`config.mk`:
```
export PLATFORM = sky130hd
export DESIGN_NAME = i2c_master_bit_engine_core
export DESIGN_NICKNAME = d
export VERILOG_FILES = /design/src/design/i2cbe_pkg.sv /design/src/design/i2cbe_step.sv /design/src/design/i2c_master_bit_engine_core.sv
export SDC_FILE = /design/constraint.sdc
export NUM_CORES = 1
export LEC_CHECK = 0
export ABC_AREA = 1
export BUFFER_PORTS_ARGS = -buffer_cell sky130_fd_sc_hd__buf_2
export CAP_MARGIN = 20
export CORE_ASPECT_RATIO = 1.4
export CORE_MARGIN = 10
export CORE_UTILIZATION = 55
export CTS_CLUSTER_DIAMETER = 60
export DETAILED_ROUTE_END_ITERATION = 10
export PLACE_DENSITY = 0.75
export SETUP_SLACK_MARGIN = 0.5
export SYNTH_ARGS = -nofsm -noshare
export SYNTH_HDL_FRONTEND = slang
export SYNTH_SLANG_ARGS = --single-unit
export TNS_END_PERCENT = 100
```
`constraint.sdc`:
```
create_clock -name i_clk -period 3.74 [get_ports i_clk]
set_clock_uncertainty 0.2 [all_clocks]
set_input_delay 0.935 -clock i_clk [delete_from_list [all_inputs] [get_ports i_clk]]
set_output_delay 0.935 -clock i_clk [all_outputs]
set_load 0.05 [all_outputs]
```
`src/design/i2cbe_pkg.sv`:
```
// shared types, op codes and slot plan constants of the i2c master bit engine
`timescale 1ns / 1ps

package i2cbe_pkg;

    // stream word widths, whole bytes
    localparam int IN_W  = 16;
    localparam int OUT_W = 16;

    // command codes, idle marks no command running
    localparam logic [2:0] OP_START = 3'd0;
    localparam logic [2:0] OP_WRITE = 3'd1;
    localparam logic [2:0] OP_WACK  = 3'd2;
    localparam logic [2:0] OP_READ  = 3'd3;
    localparam logic [2:0] OP_SACK  = 3'd4;
    localparam logic [2:0] OP_STOP  = 3'd5;
    localparam logic [2:0] OP_IDLE  = 3'd7;

    // write bit phases: data setup, clock high, clock low
    localparam logic [1:0] PH_SETUP = 2'd0;
    localparam logic [1:0] PH_HIGH  = 2'd1;
    localparam logic [1:0] PH_LOW   = 2'd2;

    // engine state carried between slots
    typedef struct packed {
        logic [2:0] cmd;
        logic [4:0] slot;
        logic [1:0] phase;
        logic [7:0] shift;
        logic [7:0] tx;
        logic       scl;
        logic       sda;
        logic       sda_en;
        logic       ack;
    } t_state;

    // input word fields
    typedef struct packed {
        logic       sda_in;
        logic       ack_bit;
        logic [7:0] write_data;
        logic [2:0] op;
        logic       cmd_valid;
    } t_slot_in;

    // result word fields
    typedef struct packed {
        logic       ack_received;
        logic [7:0] read_byte;
        logic       done_res;
        logic       busy_res;
        logic       sda_drive;
        logic       sda_level;
        logic       scl_level;
    } t_result;

    // index of the last slot of each command
    function automatic logic [4:0] last_slot(input logic [2:0] cmd);
        logic [4:0] r;
        r = 5'd0;
        case (cmd)
            OP_START: r = 5'd1;
            OP_WRITE: r = 5'd24;
            OP_WACK:  r = 5'd1;
            OP_READ:  r = 5'd16;
            OP_SACK:  r = 5'd2;
            OP_STOP:  r = 5'd2;
            default:  r = 5'd0;
        endcase
        return r;
    endfunction

endpackage

```
`src/design/i2cbe_step.sv`:
```
// slot sequencer: next engine state and result of one timing slot
`timescale 1ns / 1ps

module i2cbe_step (
    input  i2cbe_pkg::t_state   i_state,
    input  i2cbe_pkg::t_slot_in i_slot,
    output i2cbe_pkg::t_state   o_state,
    output i2cbe_pkg::t_result  o_result
);
    import i2cbe_pkg::*;

    t_state     n;
    logic       take;
    logic       busy;
    logic       done;
    logic [1:0] ph;

    always_comb begin
        n    = i_state;
        busy = 1'b0;
        done = 1'b0;
        ph   = 2'd0;

        // accept a command only when idle and the code is known
        take = (i_state.cmd == OP_IDLE) && i_slot.cmd_valid && (i_slot.op <= OP_STOP);
        if (take) begin
            n.cmd   = i_slot.op;
            n.slot  = 5'd0;
            n.phase = PH_SETUP;
            n.tx    = (i_slot.op == OP_SACK) ? {7'd0, i_slot.ack_bit} : i_slot.write_data;
            if (i_slot.op == OP_READ) begin
                n.shift = 8'd0;
            end
        end

        ph = n.phase;

        // pin plan of the current slot
        if (n.cmd != OP_IDLE) begin
            busy = 1'b1;
            case (n.cmd)
                OP_START: begin
                    if (n.slot == 5'd0) begin
                        n.sda_en = 1'b1;
                        n.sda    = 1'b1;
                        n.scl    = 1'b1;
                    end else begin
                        n.sda = 1'b0;
                    end
                end
                OP_WRITE: begin
                    if (n.slot == 5'd0) begin
                        n.sda_en = 1'b1;
                        n.scl    = 1'b0;
                    end else begin
                        case (ph)
                            PH_SETUP: begin
                                n.sda = n.tx[7];
                                n.tx  = {n.tx[6:0], 1'b0};
                                n.scl = 1'b0;
                            end
                            PH_HIGH: n.scl = 1'b1;
                            default: n.scl = 1'b0;
                        endcase
                        n.phase = (ph == PH_LOW) ? PH_SETUP : ph + 2'd1;
                    end
                end
                OP_WACK: begin
                    if (n.slot == 5'd0) begin
                        n.sda_en = 1'b0;
                        n.scl    = 1'b0;
                    end else begin
                        n.scl = 1'b1;
                        n.ack = ~i_slot.sda_in;
                    end
                end
                OP_READ: begin
                    if (n.slot == 5'd0) begin
                        n.sda_en = 1'b0;
                        n.scl    = 1'b0;
                    end else if (n.slot[0]) begin
                        n.scl   = 1'b1;
                        n.shift = {n.shift[6:0], i_slot.sda_in};
                    end else begin
                        n.scl = 1'b0;
                    end
                end
                OP_SACK: begin
                    if (n.slot == 5'd0) begin
                        n.sda_en = 1'b1;
                        n.scl    = 1'b0;
                    end else if (n.slot == 5'd1) begin
                        n.sda = n.tx[0];
                    end else begin
                        n.scl = 1'b1;
                    end
                end
                OP_STOP: begin
                    if (n.slot == 5'd0) begin
                        n.sda_en = 1'b1;
                        n.scl    = 1'b0;
                        n.sda    = 1'b0;
                    end else if (n.slot == 5'd1) begin
                        n.scl = 1'b1;
                    end else begin
                        n.sda = 1'b1;
                    end
                end
                default: begin
                    n.scl = n.scl;
                end
            endcase
            done = (n.slot >= last_slot(n.cmd));
        end

        // result shows the pins of this slot
        o_result.scl_level    = n.scl;
        o_result.sda_level    = n.sda;
        o_result.sda_drive    = n.sda_en;
        o_result.busy_res     = busy;
        o_result.done_res     = done;
        o_result.read_byte    = n.shift;
        o_result.ack_received = n.ack;

        // slot count and end of command, scl falls after a start
        if (done) begin
            if (n.cmd == OP_START) begin
                n.scl = 1'b0;
            end
            n.cmd  = OP_IDLE;
            n.slot = 5'd0;
        end else if (busy) begin
            n.slot = n.slot + 5'd1;
        end

        o_state = n;
    end

endmodule

```
`src/design/i2c_master_bit_engine_core.sv`:
```
// top level of the i2c master bit engine: slot stream in, pin levels out
//
// channel   dir  fields (tdata, lowest bit first)
// s_axis    in   cmd_valid[0] op[3:1] write_data[11:4] ack_bit[12] sda_in[13], zero pad
// m_axis    out  scl_level[0] sda_level[1] sda_drive[2] busy_res[3] done_res[4]
//                read_byte[12:5] ack_received[13], zero pad
//
// one word per cycle unless m_axis stalls: each accepted slot word updates
// the engine state and loads the result register in the same edge.
// the result register frees itself when taken, so a new word is accepted
// in the cycle its predecessor's result leaves.
// reset (i_rst_n low, synchronous) leaves the bus idle: scl, sda high and driven.
`timescale 1ns / 1ps

module i2c_master_bit_engine_core (
    input  logic                         i_clk,
    input  logic                         i_rst_n,
    input  logic                         s_axis_tvalid,
    output logic                         s_axis_tready,
    input  logic [i2cbe_pkg::IN_W-1:0]   s_axis_tdata,  // cmd_valid, op, write_data, ack_bit, sda_in
    output logic                         m_axis_tvalid,
    input  logic                         m_axis_tready,
    output logic [i2cbe_pkg::OUT_W-1:0]  m_axis_tdata   // scl, sda, drive, busy, done, read_byte, ack
);
    import i2cbe_pkg::*;

    t_state   r_state;
    t_state   n_state;
    t_slot_in w_slot;
    t_result  w_result;
    logic     r_out_valid;
    t_result  r_out;
    logic     w_accept;

    // unpack the input word
    assign w_slot = s_axis_tdata[$bits(t_slot_in)-1:0];

    i2cbe_step u_step (
        .i_state  (r_state),
        .i_slot   (w_slot),
        .o_state  (n_state),
        .o_result (w_result)
    );

    // accept while the result register is empty or being emptied
    assign s_axis_tready = ~r_out_valid | m_axis_tready;
    assign w_accept      = s_axis_tvalid & s_axis_tready;

    // engine state
    always_ff @(posedge i_clk) begin
        if (!i_rst_n) begin
            r_state.cmd    <= OP_IDLE;
            r_state.slot   <= 5'd0;
            r_state.phase  <= PH_SETUP;
            r_state.shift  <= 8'd0;
            r_state.tx     <= 8'd0;
            r_state.scl    <= 1'b1;
            r_state.sda    <= 1'b1;
            r_state.sda_en <= 1'b1;
            r_state.ack    <= 1'b0;
        end else if (w_accept) begin
            r_state <= n_state;
        end
    end

    // result valid flag
    always_ff @(posedge i_clk) begin
        if (!i_rst_n) begin
            r_out_valid <= 1'b0;
        end else if (w_accept) begin
            r_out_valid <= 1'b1;
        end else if (m_axis_tready) begin
            r_out_valid <= 1'b0;
        end
    end

    // result word
    always_ff @(posedge i_clk) begin
        if (w_accept) begin
            r_out <= w_result;
        end
    end

    assign m_axis_tvalid = r_out_valid;
    assign m_axis_tdata  = {{(OUT_W - $bits(t_result)){1'b0}}, r_out};

endmodule
```
# ---- Word level (Yosys, flattened, before mapping)
# Index checks and enable logic that the tools add are counted.
dict set report op_classes {
  n_lt_le_gt_ge 2
  addsub 2
  bitwise 4
  n_reduce_logical 10
  eq_ne 12
  mux 47
}
# cell count
set ops {}
lappend ops {{8-bit 2-to-1 mux} 8}
lappend ops {{26-bit 2-to-1 mux} 1}
lappend ops {{1-bit 2-to-1 mux} 25}
lappend ops {{22-bit 2-to-1 mux} 1}
lappend ops {{5-bit one-hot mux with 4 select lines} 1}
lappend ops {{5-bit 2-to-1 mux} 3}
lappend ops {{3-bit == test, second input constant} 4}
lappend ops {{3-bit by 2-bit == test with 1-bit output, second input constant} 3}
lappend ops {{2-bit 2-to-1 mux} 4}
lappend ops {{1-bit one-hot mux with 6 select lines} 1}
lappend ops {{2-bit OR reduction} 3}
lappend ops {{5-bit by 1-bit adder with 5-bit output, second input constant} 1}
lappend ops {{5-bit by 1-bit == test with 1-bit output, second input constant} 1}
lappend ops {{5-bit >= comparator} 1}
lappend ops {{5-bit logical NOT} 1}
lappend ops {{1-bit one-hot mux with 4 select lines} 1}
lappend ops {{4-bit OR reduction} 1}
lappend ops {{3-bit by 1-bit == test with 1-bit output, second input constant} 1}
lappend ops {{3-bit <= comparator, second input constant} 1}
lappend ops {{3-bit logical NOT} 1}
lappend ops {{3-bit 2-to-1 mux} 1}
lappend ops {{3-bit inequality test, second input constant} 1}
lappend ops {{2-bit by 1-bit adder with 2-bit output, second input constant} 1}
lappend ops {{2-bit by 1-bit == test with 1-bit output, second input constant} 1}
lappend ops {{other kinds (8)} 10}
dict set report totals {
  out_inout_bits 18
  input_bits 20
  wordCells 94
  register_bits 45
}

# ---- Logic depth before layout (Yosys ltp)
dict set report logic_depth {
  word_depth 11
  ltp_mapped 18
  depth_no_buf 18
}

# ---- Modules after synthesis
# Synthesis repeated with hierarchy kept, for this count alone.
dict set report hier_totals {
  hier_cells 419
  hier_area_um2 3049.2
}
# mod seq_area_each_um2 area_each_um2 cells_per_inst n_inst
set by_module_without_submodules {}
lappend by_module_without_submodules {i2c_master_bit_engine_core 1041.0 1896.8 206 1}
lappend by_module_without_submodules {i2cbe_step 0.0 1152.4 213 1}

# ---- Least setup slack after synthesis
# Ideal clock, no wire load.
dict set report synth_path {
  kind {in2reg}
  from {input port m_axis_tready}
  to {register r_out, in the netlist m_axis_tdata[0], enable pin}
  setup_ps 384
  path_buffers 2
  slack_ps 649
  arrival_time_ps 2508
  cell_stages 6
  required_time_ps 3156
  path_cell_list {inv_1 > nand2_1 > nand2_1 > inv_1 > clkbuf_1 > buf_1}
}
dict set report synth_via {
  elab_chain_len 2
}
# item line_no
set synth_lines {}
lappend synth_lines {{start, declared} i2c_master_bit_engine_core.sv:22} ;# input logic m_axis_tready,
lappend synth_lines {{1-bit bitwise OR} i2c_master_bit_engine_core.sv:46} ;# assign s_axis_tready = ~r_out_valid | m_axis_tready;
lappend synth_lines {{net s_axis_tready} i2c_master_bit_engine_core.sv:19} ;# output logic s_axis_tready,
lappend synth_lines {{1-bit AND} i2c_master_bit_engine_core.sv:47} ;# assign w_accept = s_axis_tvalid & s_axis_tready;
lappend synth_lines {{net w_accept} i2c_master_bit_engine_core.sv:33} ;# logic w_accept;
lappend synth_lines {{end signal, assigned} i2c_master_bit_engine_core.sv:80} ;# r_out <= w_result;
lappend synth_lines {{end, declared} i2c_master_bit_engine_core.sv:32} ;# t_result r_out;
# The timed path passes the listed nets, and every way through them passes these cells.
# A chain may end at the register's enable or synchronous reset.

# ---- Final worst setup path
dict set report layout_path {
  from {input port s_axis_tdata[0] (netlist bit)}
  to {register r_state[23] (netlist bit)}
}
dict set report layout_via {
  elab_chain_len 10
}
# item line_no
set layout_lines {}
lappend layout_lines {{start, declared} i2c_master_bit_engine_core.sv:20} ;# input logic [i2cbe_pkg::IN_W-1:0] s_axis_tdata,
lappend layout_lines {{1-bit logical AND * (2 in series)} i2cbe_step.sv:25} ;# take = (i_state.cmd == OP_IDLE) && i_slot.cmd_valid && (i_slot.op <= OP_STOP);
lappend layout_lines {{26-bit 2-to-1 mux *} i2cbe_step.sv:26} ;# if (take) begin
lappend layout_lines {{3-bit == test (tied with other cells)} i2cbe_pkg.sv:61} ;# case (cmd)
lappend layout_lines {{2-bit OR reduction (no line)} --}
lappend layout_lines {{5-bit one-hot mux with 4 select lines} i2cbe_pkg.sv:61}
lappend layout_lines {{5-bit 2-to-1 mux} i2cbe_step.sv:39} ;# if (n.cmd != OP_IDLE) begin
lappend layout_lines {{5-bit >= comparator} i2cbe_step.sv:113} ;# done = (n.slot >= last_slot(n.cmd));
lappend layout_lines {{1-bit 2-to-1 mux} i2cbe_step.sv:39}
lappend layout_lines {{5-bit 2-to-1 mux *} i2cbe_step.sv:126} ;# if (done) begin
lappend layout_lines {{end signal, assigned} i2c_master_bit_engine_core.sv:62} ;# r_state <= n_state;
lappend layout_lines {{end, declared} i2c_master_bit_engine_core.sv:27} ;# t_state r_state;
# Every way passes the cells marked *; elsewhere a longest branch is shown, timed or not. The select of a mux whose other input is x is not followed.

==> metrics.cfg <==
[clock_network]
hold_buffers=0
cts_tree=built
cts-root-buf=clkbuf_8
post-cts-setup-buffer-count=0
clk_path_buf_depth=2
cts_resized=0
h-tree-depth=2
cts_sinks=45
clk_latency_ps=300
numCtsBuffers=5
clkTransAtPathRegs_ps=80

[routing]
dr.first_iter.drc_count=100
num_vias=2526
first_pass_iters=4
drc=0
via_per_inst=5.23
antenna_left=0
finalWirelength_mm=5.98
routedWlPerCell_microns=12.4

[floorplan]
die_area_sq_um=8260
ios=38
initial_core_util=0.567
core_area_sq_um=4840
rows=30
die_width_microns=79.7
die_h_microns=104

[placed_design]
dp_hpwl_mm=4.52
io_buffers=33
dpl-instance-area_sq_um=2940
routabilityCongestion=0.897

[critical_path]
reg2reg_from=r_state[27]
reg2reg_slack_ps=1000
arrival_ps=2990
setup.worst_path.end_class=flip-flop
r2r-end=r_state[23]
cp_max_fo=24
cp.required_ps=3760
critPathLaunchType=primary input
r2r_cells=15
worstSetupPathType=in -> reg
crit_end=r_state[23]
crit_start=s_axis_tdata[0]

[flow_run]
max_cap_violations=0

[sta]
fin_crit_ps=2970
drv_slew=0
setup_viol=0
worstMarginPinSlew_ps=743
tns_ps=0
rsz0062_at_grt=false
period_share=0.794
hold_viol_final=0
fin_hold_ws_ps=274
slew_headroom=0.504
fmax_mhz=337

[outcome]
status=finished clean

[power]
vdd_drop_max_mv=0.181
p_leak_nw=1.60
power_per_cell_area_nw_per_um2=407

[synthesis]
syn_area_sq_um=2750
yosysWarnings=0
ys_seq_elements=45
syn-mean-instance-area_sq_um=7.10
yosysSeqAreaShare=0.379
yosysUniqueCellTypes=31
synth_cells=387

[finish]
layout-drive-gt1-share=0.179
finalInstanceArea_sq_um=3030
fin_util=0.627
antenna_cells=0
nets=445
synthToLayoutAreaGrowth_pct=10.4

[grt]
grt_pass1_vias=2476
track_usage=0.149
grt_pass1_wl_mm=10.4
grt_max_degree=30
antenna_found_initial=0
grt_overflow=0

[worst_hold_path]
holdCritPathClass=reg -> reg

==> critical path, cell delays in order <==
cell and delay [ps]:
buf_2 80, nand2_2 80, nor2_8 150, nand2_4 220
nand2_1 230, inv_1 90, ha_1 290, a21oi_1 140
nand2_1 70, nand2_1 60, nand2_1 40, nand2_1 50
nand2_1 100, nand2_1 200, nand3_1 120, a21oi_1 140
==> where the power goes <==
group          switching [mW]  leakage, nW  total (mW)  internal [mW]
sequential             0.0202        0.393       0.570          0.550
clock                   0.169       0.0445       0.302          0.133
combinational           0.259         1.16       0.364          0.105
==> how the worst min path moves through the flow <==
stage,start,to,slack (ps),depth (start not counted)
6_report,r_state[1],r_state[1],270,2
5_1_grt,r_state[4],r_state[4],310,2
3_5_place_dp,r_state[1],r_state[1],260,2
3_3_place_gp,r_state[1],r_state[1],250,2
4_1_cts,r_state[1],r_state[1],280,2
2_1_floorplan,r_state[1],r_state[1],230,2
==> synthesized netlist by cell type (all sizes together) <==
cell type / number / area share
inv: 57 / 0.079
nand3b: 3 / 0.013
buf: 6 / 0.018
nand4: 6 / 0.014
a31oi: 3 / 0.0068
and2: 1 / 0.0023
conb: 1 / 0.0014
a21oi: 36 / 0.066
clkbuf: 7 / 0.0096
nand3: 31 / 0.065
dfxtp: 31 / 0.23
nor2: 40 / 0.076
xor2: 1 / 0.0032
ha: 7 / 0.032
nand2: 105 / 0.17
o21ai: 38 / 0.072
edfxtp: 14 / 0.15
==> layout by cell type (no fill, tap or decap), drive strengths merged, types with 5 or more instances in the layout <==
cell type,Yosys,layout
a21oi,36,36
buf,6,36
clkbuf,7,5
dfxtp,31,31
edfxtp,14,14
ha,7,7
inv,57,58
nand2,105,105
nand3,31,31
nand4,6,6
nor2,40,40
o21ai,38,38
==> routing by layer <==
metal / vias up / track usage / wire (microns)
li1: 1315 / - / -
met1: 1158 / 0.149 / 2290
met2: 41 / 0.271 / 3320
met3: 12 / 0.0372 / 258
met4: 0 / 0.0732 / 119
met5: - / 0 / 0
==> cell type report <==
cell class | count | area [sq um]
Inverter | 57 | 216
Tap cell | 64 | 80.1
Fill cell | 475 | 1810
Multi-Input combinational cell | 273 | 1420
Sequential cell | 45 | 1040
Timing Repair Buffer | 36 | 188
Clock inverter | 3 | 21.3
Clock buffer | 5 | 68.8
==> cell families after synthesis <==
family,Yosys count,synth area share
xor+xnor,1,0.00319
flops,45,0.379
simple gates,186,0.334
fa+ha+maj,7,0.0319
compound gates,77,0.144
buf+inv,70,0.106
other cells,1,0.00136
==> state kept, by name, indices dropped and copies added, names as in the netlist <==
name,count
r_state,30
m_axis_tdata,14
m_axis_tvalid,1
==> per-stage QoR <==
stage          setup slack [ps]  std cells  total power [mW]
4_1_cts                     752        483              1.25
3_3_place_gp                503        475             0.940
2_1_floorplan               649        388             0.872
6_report                    770        483              1.24
5_1_grt                     539        483              1.31
3_5_place_dp                439        475             0.947
Note: power is estimated with default switching activity, not from simulation.
